$ cat config.mk
export PLATFORM = sky130hd
export DESIGN_NAME = battery_level_monitor_core
export DESIGN_NICKNAME = d
export VERILOG_FILES = /design/src/sv/blm_pkg.sv /design/src/sv/battery_level_monitor_core.sv /design/src/sv/blm_cfg.sv /design/src/sv/blm_ctrl.sv /design/src/sv/blm_dp.sv
export SDC_FILE = /design/constraint.sdc
export NUM_CORES = 1
export LEC_CHECK = 0
export BUFFER_PORTS_ARGS = -buffer_cell sky130_fd_sc_hd__buf_2
export CORE_ASPECT_RATIO = 1.1
export CORE_UTILIZATION = 35
export DETAILED_ROUTE_END_ITERATION = 10
export SLEW_MARGIN = 20
export SYNTH_ARGS = -nofsm -noshare
export SYNTH_HDL_FRONTEND = slang
export SYNTH_HIERARCHICAL = 1
export SYNTH_SLANG_ARGS = --single-unit
$ cat constraint.sdc
create_clock -name clk -period 5.7 [get_ports clk]
set_input_delay 0.855 -clock clk [delete_from_list [all_inputs] [get_ports clk]]
set_output_delay 0.855 -clock clk [all_outputs]
set_load 0.03 [all_outputs]
$ cat src/sv/blm_pkg.sv
// Shared types, constants and level helper functions of the battery level monitor.
package blm_pkg;

    localparam int BLM_SAMPLE_BITS = 10;
    localparam int BLM_MAX_AVERAGE = 16;

    localparam int VBG_W    = 10;
    localparam int THR_W    = 16;
    localparam int MARGIN_W = 8;
    localparam int AVG_W    = 5;
    localparam int SETTLE_W = 3;
    localparam int LEVEL_W  = 3;
    localparam int VOLT_W   = 16;
    localparam int NEED_W   = 7;
    localparam int ITER_W   = 4;
    localparam int CFG_IDX_W  = 3;
    localparam int CFG_DATA_W = 16;

    localparam logic [LEVEL_W-1:0] LEVEL_ZERO    = 3'd0;
    localparam logic [LEVEL_W-1:0] LEVEL_ONE     = 3'd1;
    localparam logic [LEVEL_W-1:0] LEVEL_TWO     = 3'd2;
    localparam logic [LEVEL_W-1:0] LEVEL_THREE   = 3'd3;
    localparam logic [LEVEL_W-1:0] LEVEL_FOUR    = 3'd4;
    localparam logic [LEVEL_W-1:0] LEVEL_UNKNOWN = 3'd7;
    localparam logic [VOLT_W-1:0]  TOP_BOUND     = 16'hffff;

    localparam logic [CFG_IDX_W-1:0] REG_VBG_SCALE       = 3'd0;
    localparam logic [CFG_IDX_W-1:0] REG_THRESHOLD_ZERO  = 3'd1;
    localparam logic [CFG_IDX_W-1:0] REG_THRESHOLD_ONE   = 3'd2;
    localparam logic [CFG_IDX_W-1:0] REG_THRESHOLD_TWO   = 3'd3;
    localparam logic [CFG_IDX_W-1:0] REG_THRESHOLD_THREE = 3'd4;
    localparam logic [CFG_IDX_W-1:0] REG_HYSTERESIS      = 3'd5;
    localparam logic [CFG_IDX_W-1:0] REG_AVERAGE_COUNT   = 3'd6;
    localparam logic [CFG_IDX_W-1:0] REG_SETTLE_COUNT    = 3'd7;

    typedef struct packed {
        logic [VBG_W-1:0]    vbg_scale;
        logic [THR_W-1:0]    threshold_zero;
        logic [THR_W-1:0]    threshold_one;
        logic [THR_W-1:0]    threshold_two;
        logic [THR_W-1:0]    threshold_three;
        logic [MARGIN_W-1:0] hysteresis_margin;
        logic [AVG_W-1:0]    average_count;
        logic [SETTLE_W-1:0] settle_count;
    } cfg_t;

    typedef enum logic [2:0] {
        ST_IDLE,
        ST_MUL,
        ST_DIV_INIT,
        ST_DIV,
        ST_LEVEL,
        ST_FINISH
    } state_t;

    typedef struct packed {
        logic accept;
        logic mul;
        logic div_init;
        logic div_step;
        logic level;
        logic load_out;
    } cmd_t;

    typedef struct packed {
        logic avg_complete;
        logic div_skip;
        logic div_last;
        logic out_full;
    } stat_t;

    function automatic logic [VOLT_W-1:0] bound_of(input cfg_t c, input logic [LEVEL_W-1:0] lev);
        logic [VOLT_W-1:0] b;
        case (lev)
            LEVEL_ZERO:  b = c.threshold_zero;
            LEVEL_ONE:   b = c.threshold_one;
            LEVEL_TWO:   b = c.threshold_two;
            LEVEL_THREE: b = c.threshold_three;
            default:     b = TOP_BOUND;
        endcase
        return b;
    endfunction

    function automatic logic [LEVEL_W-1:0] map_level(input cfg_t c, input logic [VOLT_W-1:0] v);
        logic [LEVEL_W-1:0] lev;
        if (v <= c.threshold_zero) begin
            lev = LEVEL_ZERO;
        end else if (v <= c.threshold_one) begin
            lev = LEVEL_ONE;
        end else if (v <= c.threshold_two) begin
            lev = LEVEL_TWO;
        end else if (v <= c.threshold_three) begin
            lev = LEVEL_THREE;
        end else begin
            lev = LEVEL_FOUR;
        end
        return lev;
    endfunction

endpackage

$ cat src/sv/battery_level_monitor_core.sv
// Top level of the battery level monitor: controller, datapath and configuration registers.
//
//   Channel   Handshake             Payload
//   input     in_valid / in_stall   battery_sample, reference_sample
//   output    out_valid / out_stall measured_level, stable_level, voltage_mv, flags
//   config    cfg_valid / cfg_ready cfg_index, cfg_data
//
// A beat that does not complete an average goes through acceptance and the output load.
// A beat that completes an average goes through acceptance, one multiply, one divide
// setup, 16 steps of the restoring divider, one leveling step and one output load. With a
// zero reference sum or a saturated quotient the divide steps are skipped.
// The result is visible in the cycle after the output load.
// Reset clears the accumulators, sets the levels to unknown and loads the register defaults.
// While the output register holds an untaken result, the next input beat is still accepted;
// stall on the output side only holds the final cycle of the following beat.
module battery_level_monitor_core
    import blm_pkg::*;
#(
    parameter int SAMPLE_BITS = BLM_SAMPLE_BITS,
    parameter int MAX_AVERAGE = BLM_MAX_AVERAGE
)
(
    input  logic                   clk,
    input  logic                   rst_n,
    input  logic                   in_valid,
    output logic                   in_stall,
    input  logic [SAMPLE_BITS-1:0] battery_sample,
    input  logic [SAMPLE_BITS-1:0] reference_sample,
    output logic                   out_valid,
    input  logic                   out_stall,
    output logic [LEVEL_W-1:0]     measured_level,
    output logic [LEVEL_W-1:0]     stable_level,
    output logic [VOLT_W-1:0]      voltage_mv,
    output logic                   measurement_done,
    output logic                   level_changed,
    output logic                   power_off_request,
    input  logic                   cfg_valid,
    output logic                   cfg_ready,
    input  logic [CFG_IDX_W-1:0]   cfg_index,
    input  logic [CFG_DATA_W-1:0]  cfg_data
);

    cfg_t  cfg;
    cmd_t  cmd;
    stat_t stat;

    blm_cfg u_cfg (
        .clk       (clk),
        .rst_n     (rst_n),
        .cfg_valid (cfg_valid),
        .cfg_ready (cfg_ready),
        .cfg_index (cfg_index),
        .cfg_data  (cfg_data),
        .cfg       (cfg)
    );

    blm_ctrl u_ctrl (
        .clk       (clk),
        .rst_n     (rst_n),
        .in_valid  (in_valid),
        .in_stall  (in_stall),
        .out_stall (out_stall),
        .stat      (stat),
        .cmd       (cmd)
    );

    blm_dp #(
        .SAMPLE_BITS (SAMPLE_BITS),
        .MAX_AVERAGE (MAX_AVERAGE)
    ) u_dp (
        .clk               (clk),
        .rst_n             (rst_n),
        .cfg               (cfg),
        .cmd               (cmd),
        .stat              (stat),
        .battery_sample    (battery_sample),
        .reference_sample  (reference_sample),
        .out_valid         (out_valid),
        .out_stall         (out_stall),
        .measured_level    (measured_level),
        .stable_level      (stable_level),
        .voltage_mv        (voltage_mv),
        .measurement_done  (measurement_done),
        .level_changed     (level_changed),
        .power_off_request (power_off_request)
    );

    a_one_at_a_time: assert property (@(posedge clk) disable iff (!rst_n)
        (in_valid && !in_stall) |=> in_stall)
        else $error("input accepted while a beat is in progress");

    a_poweroff_on_zero: assert property (@(posedge clk) disable iff (!rst_n)
        (out_valid && power_off_request) |->
            (level_changed && stable_level == LEVEL_ZERO))
        else $error("power-off request without a change to level zero");

    a_change_follows_measured: assert property (@(posedge clk) disable iff (!rst_n)
        (out_valid && level_changed) |-> (stable_level == measured_level))
        else $error("stable level differs from measured level on a change");

    a_measured_range: assert property (@(posedge clk) disable iff (!rst_n)
        out_valid |-> (measured_level <= LEVEL_FOUR || measured_level == LEVEL_UNKNOWN))
        else $error("measured level out of range");

endmodule

$ cat src/sv/blm_cfg.sv
// Configuration register file of the battery level monitor.
module blm_cfg
    import blm_pkg::*;
(
    input  logic                  clk,
    input  logic                  rst_n,
    input  logic                  cfg_valid,
    output logic                  cfg_ready,
    input  logic [CFG_IDX_W-1:0]  cfg_index,
    input  logic [CFG_DATA_W-1:0] cfg_data,
    output cfg_t                  cfg
);

    cfg_t cfg_reg;

    assign cfg_ready = 1'b1;
    assign cfg       = cfg_reg;

    always_ff @(posedge clk or negedge rst_n)
    begin
        if (!rst_n)
        begin
            cfg_reg.vbg_scale         <= 10'd800;
            cfg_reg.threshold_zero    <= 16'd3400;
            cfg_reg.threshold_one     <= 16'd3500;
            cfg_reg.threshold_two     <= 16'd3700;
            cfg_reg.threshold_three   <= 16'd3850;
            cfg_reg.hysteresis_margin <= 8'd10;
            cfg_reg.average_count     <= 5'd10;
            cfg_reg.settle_count      <= 3'd5;
        end
        else if (cfg_valid && cfg_ready)
        begin
            case (cfg_index)
                REG_VBG_SCALE:       cfg_reg.vbg_scale <= cfg_data[VBG_W-1:0];
                REG_THRESHOLD_ZERO:  cfg_reg.threshold_zero <= cfg_data[THR_W-1:0];
                REG_THRESHOLD_ONE:   cfg_reg.threshold_one <= cfg_data[THR_W-1:0];
                REG_THRESHOLD_TWO:   cfg_reg.threshold_two <= cfg_data[THR_W-1:0];
                REG_THRESHOLD_THREE: cfg_reg.threshold_three <= cfg_data[THR_W-1:0];
                REG_HYSTERESIS:      cfg_reg.hysteresis_margin <= cfg_data[MARGIN_W-1:0];
                REG_AVERAGE_COUNT:   cfg_reg.average_count <= cfg_data[AVG_W-1:0];
                REG_SETTLE_COUNT:    cfg_reg.settle_count <= cfg_data[SETTLE_W-1:0];
                default:             cfg_reg <= cfg_reg;
            endcase
        end
    end

endmodule

$ cat src/sv/blm_ctrl.sv
// Controller state machine that sequences accumulation, multiply, division, leveling and output.
module blm_ctrl
    import blm_pkg::*;
(
    input  logic  clk,
    input  logic  rst_n,
    input  logic  in_valid,
    output logic  in_stall,
    input  logic  out_stall,
    input  stat_t stat,
    output cmd_t  cmd
);

    state_t state_reg;
    state_t state_next;

    always_ff @(posedge clk or negedge rst_n)
    begin
        if (!rst_n)
        begin
            state_reg <= ST_IDLE;
        end
        else
        begin
            state_reg <= state_next;
        end
    end

    always_comb
    begin
        state_next = state_reg;
        cmd        = '0;
        in_stall   = 1'b1;
        case (state_reg)
            ST_IDLE:
            begin
                in_stall = 1'b0;
                if (in_valid)
                begin
                    cmd.accept = 1'b1;
                    state_next = stat.avg_complete ? ST_MUL : ST_FINISH;
                end
            end
            ST_MUL:
            begin
                cmd.mul    = 1'b1;
                state_next = ST_DIV_INIT;
            end
            ST_DIV_INIT:
            begin
                cmd.div_init = 1'b1;
                state_next   = stat.div_skip ? ST_LEVEL : ST_DIV;
            end
            ST_DIV:
            begin
                cmd.div_step = 1'b1;
                if (stat.div_last)
                begin
                    state_next = ST_LEVEL;
                end
            end
            ST_LEVEL:
            begin
                cmd.level  = 1'b1;
                state_next = ST_FINISH;
            end
            ST_FINISH:
            begin
                if (!stat.out_full || !out_stall)
                begin
                    cmd.load_out = 1'b1;
                    state_next   = ST_IDLE;
                end
            end
            default:
            begin
                state_next = ST_IDLE;
            end
        endcase
    end

endmodule

$ cat src/sv/blm_dp.sv
// Datapath: sample accumulation, voltage multiply and serial divide, levels and output register.
module blm_dp
    import blm_pkg::*;
#(
    parameter int SAMPLE_BITS = BLM_SAMPLE_BITS,
    parameter int MAX_AVERAGE = BLM_MAX_AVERAGE
)
(
    input  logic                   clk,
    input  logic                   rst_n,
    input  cfg_t                   cfg,
    input  cmd_t                   cmd,
    output stat_t                  stat,
    input  logic [SAMPLE_BITS-1:0] battery_sample,
    input  logic [SAMPLE_BITS-1:0] reference_sample,
    output logic                   out_valid,
    input  logic                   out_stall,
    output logic [LEVEL_W-1:0]     measured_level,
    output logic [LEVEL_W-1:0]     stable_level,
    output logic [VOLT_W-1:0]      voltage_mv,
    output logic                   measurement_done,
    output logic                   level_changed,
    output logic                   power_off_request
);

    localparam int SUM_W  = SAMPLE_BITS + $clog2(MAX_AVERAGE);
    localparam int PROD_W = SUM_W + VBG_W;
    localparam int NUM_W  = PROD_W + 1;
    localparam int HI_W   = NUM_W - VOLT_W;
    localparam int CNT_W  = $clog2(MAX_AVERAGE + 1);

    logic [SUM_W-1:0]    bsum_reg;
    logic [SUM_W-1:0]    rsum_reg;
    logic [CNT_W-1:0]    count_reg;
    logic [NUM_W-1:0]    num_reg;
    logic [SUM_W-1:0]    ref_reg;
    logic [SUM_W-1:0]    rem_reg;
    logic [VOLT_W-1:0]   quot_reg;
    logic [ITER_W-1:0]   iter_reg;
    logic [LEVEL_W-1:0]  level_now_reg;
    logic [LEVEL_W-1:0]  level_settled_reg;
    logic [SETTLE_W-1:0] settle_cnt_reg;
    logic [VOLT_W-1:0]   last_voltage_reg;
    logic                done_pend_reg;
    logic                out_valid_reg;
    logic [LEVEL_W-1:0]  out_measured_reg;
    logic [LEVEL_W-1:0]  out_stable_reg;
    logic [VOLT_W-1:0]   out_voltage_reg;
    logic                out_done_reg;
    logic                out_changed_reg;
    logic                out_poweroff_reg;

    logic [NEED_W-1:0]   need;
    logic [NEED_W-1:0]   count_inc;
    logic                complete;
    logic [SUM_W-1:0]    num_hi;
    logic                overflow;
    logic [SUM_W:0]      rem_shift;
    logic [SUM_W:0]      rem_diff;
    logic                fits;
    logic [SUM_W-1:0]    rem_next;
    logic [LEVEL_W-1:0]  level_map;
    logic [LEVEL_W-1:0]  level_new;
    logic [VOLT_W:0]     v_plus_margin;
    logic [VOLT_W:0]     bound_plus_margin;
    logic [SETTLE_W-1:0] settle_load;
    logic [SETTLE_W-1:0] settle_dec;
    logic                differ;
    logic                commit;

    always_comb
    begin
        if (cfg.average_count == '0)
        begin
            need = NEED_W'(1);
        end
        else if (NEED_W'(cfg.average_count) > NEED_W'(MAX_AVERAGE))
        begin
            need = NEED_W'(MAX_AVERAGE);
        end
        else
        begin
            need = NEED_W'(cfg.average_count);
        end
        count_inc = NEED_W'(count_reg) + NEED_W'(1);
        complete  = (count_inc >= need);

        num_hi   = SUM_W'(num_reg[NUM_W-1:VOLT_W]);
        overflow = (num_hi >= ref_reg);

        rem_shift = {rem_reg, quot_reg[VOLT_W-1]};
        fits      = (rem_shift >= {1'b0, ref_reg});
        rem_diff  = rem_shift - {1'b0, ref_reg};
        rem_next  = fits ? rem_diff[SUM_W-1:0] : rem_shift[SUM_W-1:0];

        level_map         = map_level(cfg, quot_reg);
        v_plus_margin     = {1'b0, quot_reg} + (VOLT_W+1)'(cfg.hysteresis_margin);
        bound_plus_margin = {1'b0, bound_of(cfg, level_now_reg)}
                          + (VOLT_W+1)'(cfg.hysteresis_margin);
        level_new = level_now_reg;
        if (level_now_reg != level_map)
        begin
            if (level_now_reg > LEVEL_FOUR)
            begin
                level_new = level_map;
            end
            else if (level_now_reg > level_map)
            begin
                if (v_plus_margin < {1'b0, bound_of(cfg, level_map)})
                begin
                    level_new = level_map;
                end
            end
            else if ({1'b0, quot_reg} > bound_plus_margin)
            begin
                level_new = level_map;
            end
        end

        differ      = (level_settled_reg != level_now_reg);
        settle_load = (settle_cnt_reg == '0) ? cfg.settle_count : settle_cnt_reg;
        settle_dec  = (settle_load == '0) ? '0 : settle_load - SETTLE_W'(1);
        commit      = differ && (settle_dec == '0);
    end

    assign stat.avg_complete = complete;
    assign stat.div_skip     = (ref_reg == '0) || overflow;
    assign stat.div_last     = (iter_reg == '1);
    assign stat.out_full     = out_valid_reg;

    always_ff @(posedge clk or negedge rst_n)
    begin
        if (!rst_n)
        begin
            bsum_reg          <= '0;
            rsum_reg          <= '0;
            count_reg         <= '0;
            iter_reg          <= '0;
            level_now_reg     <= LEVEL_UNKNOWN;
            level_settled_reg <= LEVEL_UNKNOWN;
            settle_cnt_reg    <= '0;
            last_voltage_reg  <= '0;
            done_pend_reg     <= 1'b0;
            out_valid_reg     <= 1'b0;
        end
        else
        begin
            if (cmd.accept)
            begin
                bsum_reg  <= bsum_reg + SUM_W'(battery_sample);
                rsum_reg  <= rsum_reg + SUM_W'(reference_sample);
                count_reg <= complete ? '0 : count_inc[CNT_W-1:0];
            end
            if (cmd.mul)
            begin
                bsum_reg      <= '0;
                rsum_reg      <= '0;
                done_pend_reg <= 1'b1;
            end
            if (cmd.div_init)
            begin
                iter_reg <= '0;
            end
            else if (cmd.div_step)
            begin
                iter_reg <= iter_reg + ITER_W'(1);
            end
            if (cmd.level)
            begin
                level_now_reg    <= level_new;
                last_voltage_reg <= quot_reg;
            end
            if (cmd.load_out)
            begin
                done_pend_reg  <= 1'b0;
                out_valid_reg  <= 1'b1;
                settle_cnt_reg <= differ ? settle_dec : '0;
                if (commit)
                begin
                    level_settled_reg <= level_now_reg;
                end
            end
            else if (!out_stall)
            begin
                out_valid_reg <= 1'b0;
            end
        end
    end

    always_ff @(posedge clk)
    begin
        if (cmd.mul)
        begin
            num_reg <= {PROD_W'(bsum_reg) * PROD_W'(cfg.vbg_scale), 1'b0};
            ref_reg <= rsum_reg;
        end
        if (cmd.div_init)
        begin
            if (ref_reg == '0)
            begin
                quot_reg <= '0;
            end
            else if (overflow)
            begin
                quot_reg <= TOP_BOUND;
            end
            else
            begin
                rem_reg  <= num_hi;
                quot_reg <= num_reg[VOLT_W-1:0];
            end
        end
        else if (cmd.div_step)
        begin
            rem_reg  <= rem_next;
            quot_reg <= {quot_reg[VOLT_W-2:0], fits};
        end
        if (cmd.load_out)
        begin
            out_measured_reg <= level_now_reg;
            out_stable_reg   <= commit ? level_now_reg : level_settled_reg;
            out_voltage_reg  <= last_voltage_reg;
            out_done_reg     <= done_pend_reg;
            out_changed_reg  <= commit;
            out_poweroff_reg <= commit && (level_now_reg == LEVEL_ZERO);
        end
    end

    assign out_valid         = out_valid_reg;
    assign measured_level    = out_measured_reg;
    assign stable_level      = out_stable_reg;
    assign voltage_mv        = out_voltage_reg;
    assign measurement_done  = out_done_reg;
    assign level_changed     = out_changed_reg;
    assign power_off_request = out_poweroff_reg;

endmodule

Yosys cells after proc, flatten, opt, wreduce, memory -nomap -nowiden --
Index checks and enable logic that the tools add are counted.
Word-level totals: register bits 250, bits of input ports 44, output and inout bits 28, logic and storage cells 162
Cells by class: add/sub/neg operators 8, multiply operators 1, order comparisons 12, equal/unequal tests 28, mux-type cells 54, reductions and logical operators 30
Operators with widths (number):
- $pmux 16 s4 | 2
- $mux 14 | 9
- $mux 16 | 7
- $le 16x16->1 | 4
- $mux 3 | 17
- $add 16x8->17 | 2
- $add 14x10->14 | 2
- $eq 3x2->1 const B | 8
- $mul 14x10->24 | 1
- $logic_not 3->1 | 7
- $eq 3x3->1 const B | 6
- $pmux 3 s6 | 1
- $gt 16x17->1 | 1
- $lt 17x16->1 | 1
- $reduce_and 2->1 | 8
- $ge 15x14->1 | 1
- $mux 5 | 3
- $ge 9x14->1 | 1
- $logic_not 14->1 | 1
- $sub 14x14->14 | 1
- $mux 1 | 13
- $eq 3x1->1 const B | 4
- $mux 4 | 2
- $ne 2x2->1 const B | 4
- 19 further kinds | 27

Longest topological paths before layout --
depth after elaboration 14, depth in mapped cells 22, gate-level depth less buffers 20

By module --
The synthesis kept the hierarchy.
By module, submodules not included:
- blm_dp | times used 1, cells each 1723, area each 16397.0 um^2, seq. area each 4401.7 um^2
- blm_cfg | times used 1, cells each 201, area each 3585.9 um^2, seq. area each 2294.7 um^2
- blm_ctrl | times used 1, cells each 30, area each 264.0 um^2, seq. area each 75.1 um^2

Worst setup path before layout --
Ideal clock, no wire load.
path kind register -> register, start point register u_cfg.cfg_reg (netlist bit u_cfg/cfg[89]), end point register u_dp.num_reg[23] (data pin), library setup time 258 ps, arrival time 5483 ps, required time 5442 ps, slack -40 ps, cell stages (with the launch flop) 19, path buffers 1, clock period less this slack 5740 ps, path through dfstp_2 -> clkbuf_1 -> nand2_1 -> fa_1 -> inv_1 -> fa_1 -> fa_1 -> fa_1 -> fa_1 -> ha_1 -> a21o_1 -> a21oi_1 -> nand2_1 -> o31ai_1 -> o311ai_0 -> o41a_1 -> a21o_1 -> a21oi_1 -> xnor2_1
Between the ends: longest elaborated chain between the ends 1
Ends and longest elaborated chain:
- start: declaration | RTL line blm_cfg.sv:14 | cfg_t cfg_reg;
- start signal: assignment | RTL line blm_cfg.sv:43 | default: cfg_reg <= cfg_reg;
- $mul 14x10->24 | RTL line blm_dp.sv:194 | num_reg <= {PROD_W'(bsum_reg) * PROD_W'(cfg.vbg_scale), 1'b0};
- end signal: assignment | RTL line blm_dp.sv:194
- end: declaration | RTL line blm_dp.sv:35 | logic [NUM_W-1:0] num_reg;
No other way between the ends. A chain may end at the register's enable or synchronous reset.

Worst setup path after layout --
start point register u_cfg.cfg_reg (netlist bit u_cfg/cfg[82]), end point register u_dp.num_reg[23] (data pin)
The elaborated chain is that of the path after synthesis.

==> metrics.md <==
| Metric | Value |
|---|---|
| Hold Violations, Final | 0 |
| Antenna violations before repair | 1 |
| DRC viols | 0 |
| CTS clk-pin slew, worst paths | 60 ps |
| Critical path peak fanout | 9 |
| R2R cell count | 22 |
| Worst R2R Setup Slack | 230 ps |
| Leakage | 10.6 nW |
| Post-DR vias/cell | 5.16 |
| Sequential share of the synthesized area | 0.334 |
| Worst setup SP type | flop |
| Status | finished, final reports clean |
| Worst slew pin tran | 1050 ps |
| Placed wire-length estimate | 39600 um |
| Clock tree from TritonCTS | built |
| CTS Buf Count | 30 |
| Min Tclk post-route | 5470 ps |
| CTS Root Cell | clkbuf_16 |
| Avg Inst Size Synth | 10.4 um2 |
| I/O pin count | 72 |
| Hold Crit Class | input port to async pin |
| Critical R2R Launch | u_cfg/cfg[82]$_DFFE_PN0P_ |
| Clk_lat worst skew | 590 ps |
| Area of the mapped netlist | 20200 um2 |
| Final slew viol count | 0 |
| Cells after Synth | 1954 |
| Number of global-route vias before repair | 15200 |
| Maximum clock rate | 183 MHz |
| First-pass GRT wire length | 82300 um |
| Rows | 92 |
| CP Class | flop to flop |
| Register area | 6770 um2 |
| GRT Overall Usage | 0.176 |
| Synth Register Bits | 250 |
| Number of flops mapped to enable cells by yosys | 93 |
| Max reg flops | 90 |
| Largest net degree at the start of global routing | 75 |
| Antenna-violating nets left | 0 |
| Commonest non-fill, non-tap cell in the layout | ha_1 |
| Hold buffers post-CTS | 0 |
| Clock Path Buffers | 3 |
| PD cells | 525 nW/um2 |
| CTS HTree Levels | 1 |
| Worst Path Arrival | 5810 ps |
| Worst Path Required | 6040 ps |
| Post-synth top flop | dfrtp_1 |
| Die height | 254 um |
| Iter 0 DRT Violations | 709 |
| Multi-input logic area | 12400 um2 |
| Buffers on Ports | 70 |
| Initial core utilization | 0.354 |
| Max_slew headroom | 0.297 |
| Total power draw | 12.1 mW |
| Most frequent cells in the layout | ha_1, inv_1, nand2_1 |
| Syn Nets | 2320 |
| Period utilisation layout | 0.959 |
| Yosys warning total | 6 |
| Full die area | 58800 um2 |
| CP Capture Type | flop |
| Vias | 14600 |
| Area Growth Syn to Fin | 13.7% |
| First-pass DRT Iterations | 5 |
| Clock skew | 17.6 ps |
| Reg2reg end | u_dp/num_reg[23]$_DFFE_PP_ |
| Maxcap violations | 0 |
| Setup violations, final | 0 |
| WHS | 297 ps |
| Clk sink count | 250 |
| Peak VDD IR | 285 uV |
| WL per Instance | 18.0 um |
| Grt ovf | 0 |
| Layout cells sized above 1 | 0.198 |
| Die X | 231 um |
| Post-synth ARST share | 0.628 |
| # fillers | 5511 |
| Number of antenna diodes | 0 |
| Core box area | 57200 um2 |
| Nets@finish | 2424 |
| RePlAce Congestion | 0.892 |
| Yosys cell types | 78 |
| Routed WL | 51100 um |
[what timing repair did]
item,in CTS,in global routing
endpoints found under the hold margin,0,0
pin swaps,0,14
resized for setup,5,20
setup buffers,0,0
endpoints found under the setup margin,2,3
[report_power, final]
part           internal, mW  switching (mW)  leakage (nW)
registers              2.52           0.505          2.77
clock network          1.34           0.789         0.526
logic                  3.13            3.80          7.33
[worst max path at each step]
stage / start / end / slack, ps / depth (start not counted)
2_1_floorplan: u_cfg/cfg[89]$_DFFE_PN1P_ / u_dp/num_reg[23]$_DFFE_PP_ / 70 / 18
3_3_place_gp: u_cfg/cfg[89]$_DFFE_PN1P_ / u_dp/num_reg[24]$_DFFE_PP_ / -40 / 17
6_report: u_cfg/cfg[82]$_DFFE_PN0P_ / u_dp/num_reg[23]$_DFFE_PP_ / 230 / 22
3_5_place_dp: u_cfg/cfg[81]$_DFFE_PN0P_ / u_dp/num_reg[23]$_DFFE_PP_ / -70 / 17
4_1_cts: u_cfg/cfg[89]$_DFFE_PN1P_ / u_dp/num_reg[24]$_DFFE_PP_ / 10 / 18
5_1_grt: u_cfg/cfg[88]$_DFFE_PN1P_ / u_dp/num_reg[24]$_DFFE_PP_ / -30 / 17
[layout make-up]
| type | instances | share of cell area |
|---|---|---|
| multi-input combinational | 1414 | 0.540 |
| clock inverter | 18 | 0.0137 |
| sequential | 250 | 0.294 |
| tap | 752 | 0.0409 |
| timing repair buffer | 149 | 0.0423 |
| inverter | 213 | 0.0347 |
| clock buffer | 38 | 0.0344 |
[metrics by stage]
| step | area, um2 | instances | TNS (ps) | setup WS [ps] | utilization |
|---|---|---|---|---|---|
| after global routing | 23000 | 2834 | -25.4 | -25.4 | 0.402 |
| final | 23000 | 2834 | 0 | 232 | 0.402 |
| after detailed placement | 21800 | 2778 | -130 | -67.0 | 0.381 |
| after global placement | 21800 | 2778 | -36.9 | -36.9 | 0.381 |
| after floorplan | 20200 | 1954 | 0 | 67.1 | - |
| after CTS | 22900 | 2834 | 0 | 12.8 | 0.401 |
[per-layer routing]
metal	vias up	global-route usage	share of wire
met5	-	0	0
met1	7275	0.217	0.43
met2	228	0.326	0.52
met3	62	0.0184	0.029
li1	7050	-	-
met4	0	0.0395	0.020
[synth_stat cells, types with 7 or more instances]
cell / count / share of area
mux2_2: 91 / 0.051
mux2i_1: 33 / 0.016
nand2b_1: 15 / 0.0046
o311ai_0: 10 / 0.0043
and3_1: 10 / 0.0031
nand3_1: 39 / 0.0096
o21ai_0: 60 / 0.015
a211o_1: 9 / 0.0039
inv_1: 211 / 0.039
dfrtp_1: 117 / 0.14
a21o_1: 31 / 0.011
nand2_1: 153 / 0.028
and2_1: 70 / 0.022
o211ai_1: 10 / 0.0037
o221ai_1: 16 / 0.0069
ha_1: 223 / 0.14
nor4_1: 7 / 0.0022
or2_2: 8 / 0.0025
edfxtp_1: 93 / 0.14
fa_1: 99 / 0.098
xnor2_1: 54 / 0.023
a21oi_1: 78 / 0.019
nor2_1: 132 / 0.024
a211oi_1: 12 / 0.0044
o21a_1: 15 / 0.0056
mux2_4: 21 / 0.016
buf_4: 9 / 0.0033
mux4_2: 16 / 0.018
dfstp_2: 40 / 0.052
a311oi_1: 15 / 0.0065
o31ai_1: 7 / 0.0026
nor3_1: 24 / 0.0059
nor2b_1: 20 / 0.0062
xor2_1: 29 / 0.013
a31o_2: 8 / 0.0035
buf_6: 7 / 0.0039
nand4_1: 24 / 0.0074
clkbuf_1: 49 / 0.0091
[worst max-delay path, cell delays in order (launching register included)]
cell and delay, ps:
dfrtp_1 380, buf_4 170, and2_1 170, fa_1 500, inv_1 50, fa_1 500, inv_1 40, ha_1 260
inv_1 50, fa_1 530, inv_1 60, fa_1 420, ha_1 310, buf_4 150, o21a_1 160, o21ai_1 160
a21oi_2 90, o31ai_4 280, o311ai_2 150, o41a_1 350, a21o_1 200, a21oi_2 150, xnor2_1 70
[logic make-up after synthesis]
family	after synthesis	share of synthesized area
other	1	0.000185
XOR/XNOR	83	0.0359
multiplexers	161	0.100
AO/OA/AOI/OAI	318	0.107
adder cells (fa/ha/maj)	322	0.236
flip-flops	250	0.334
buffers and inverters	290	0.0589
AND/OR/NAND/NOR	529	0.128
Power figures use the tool's default switching activity.
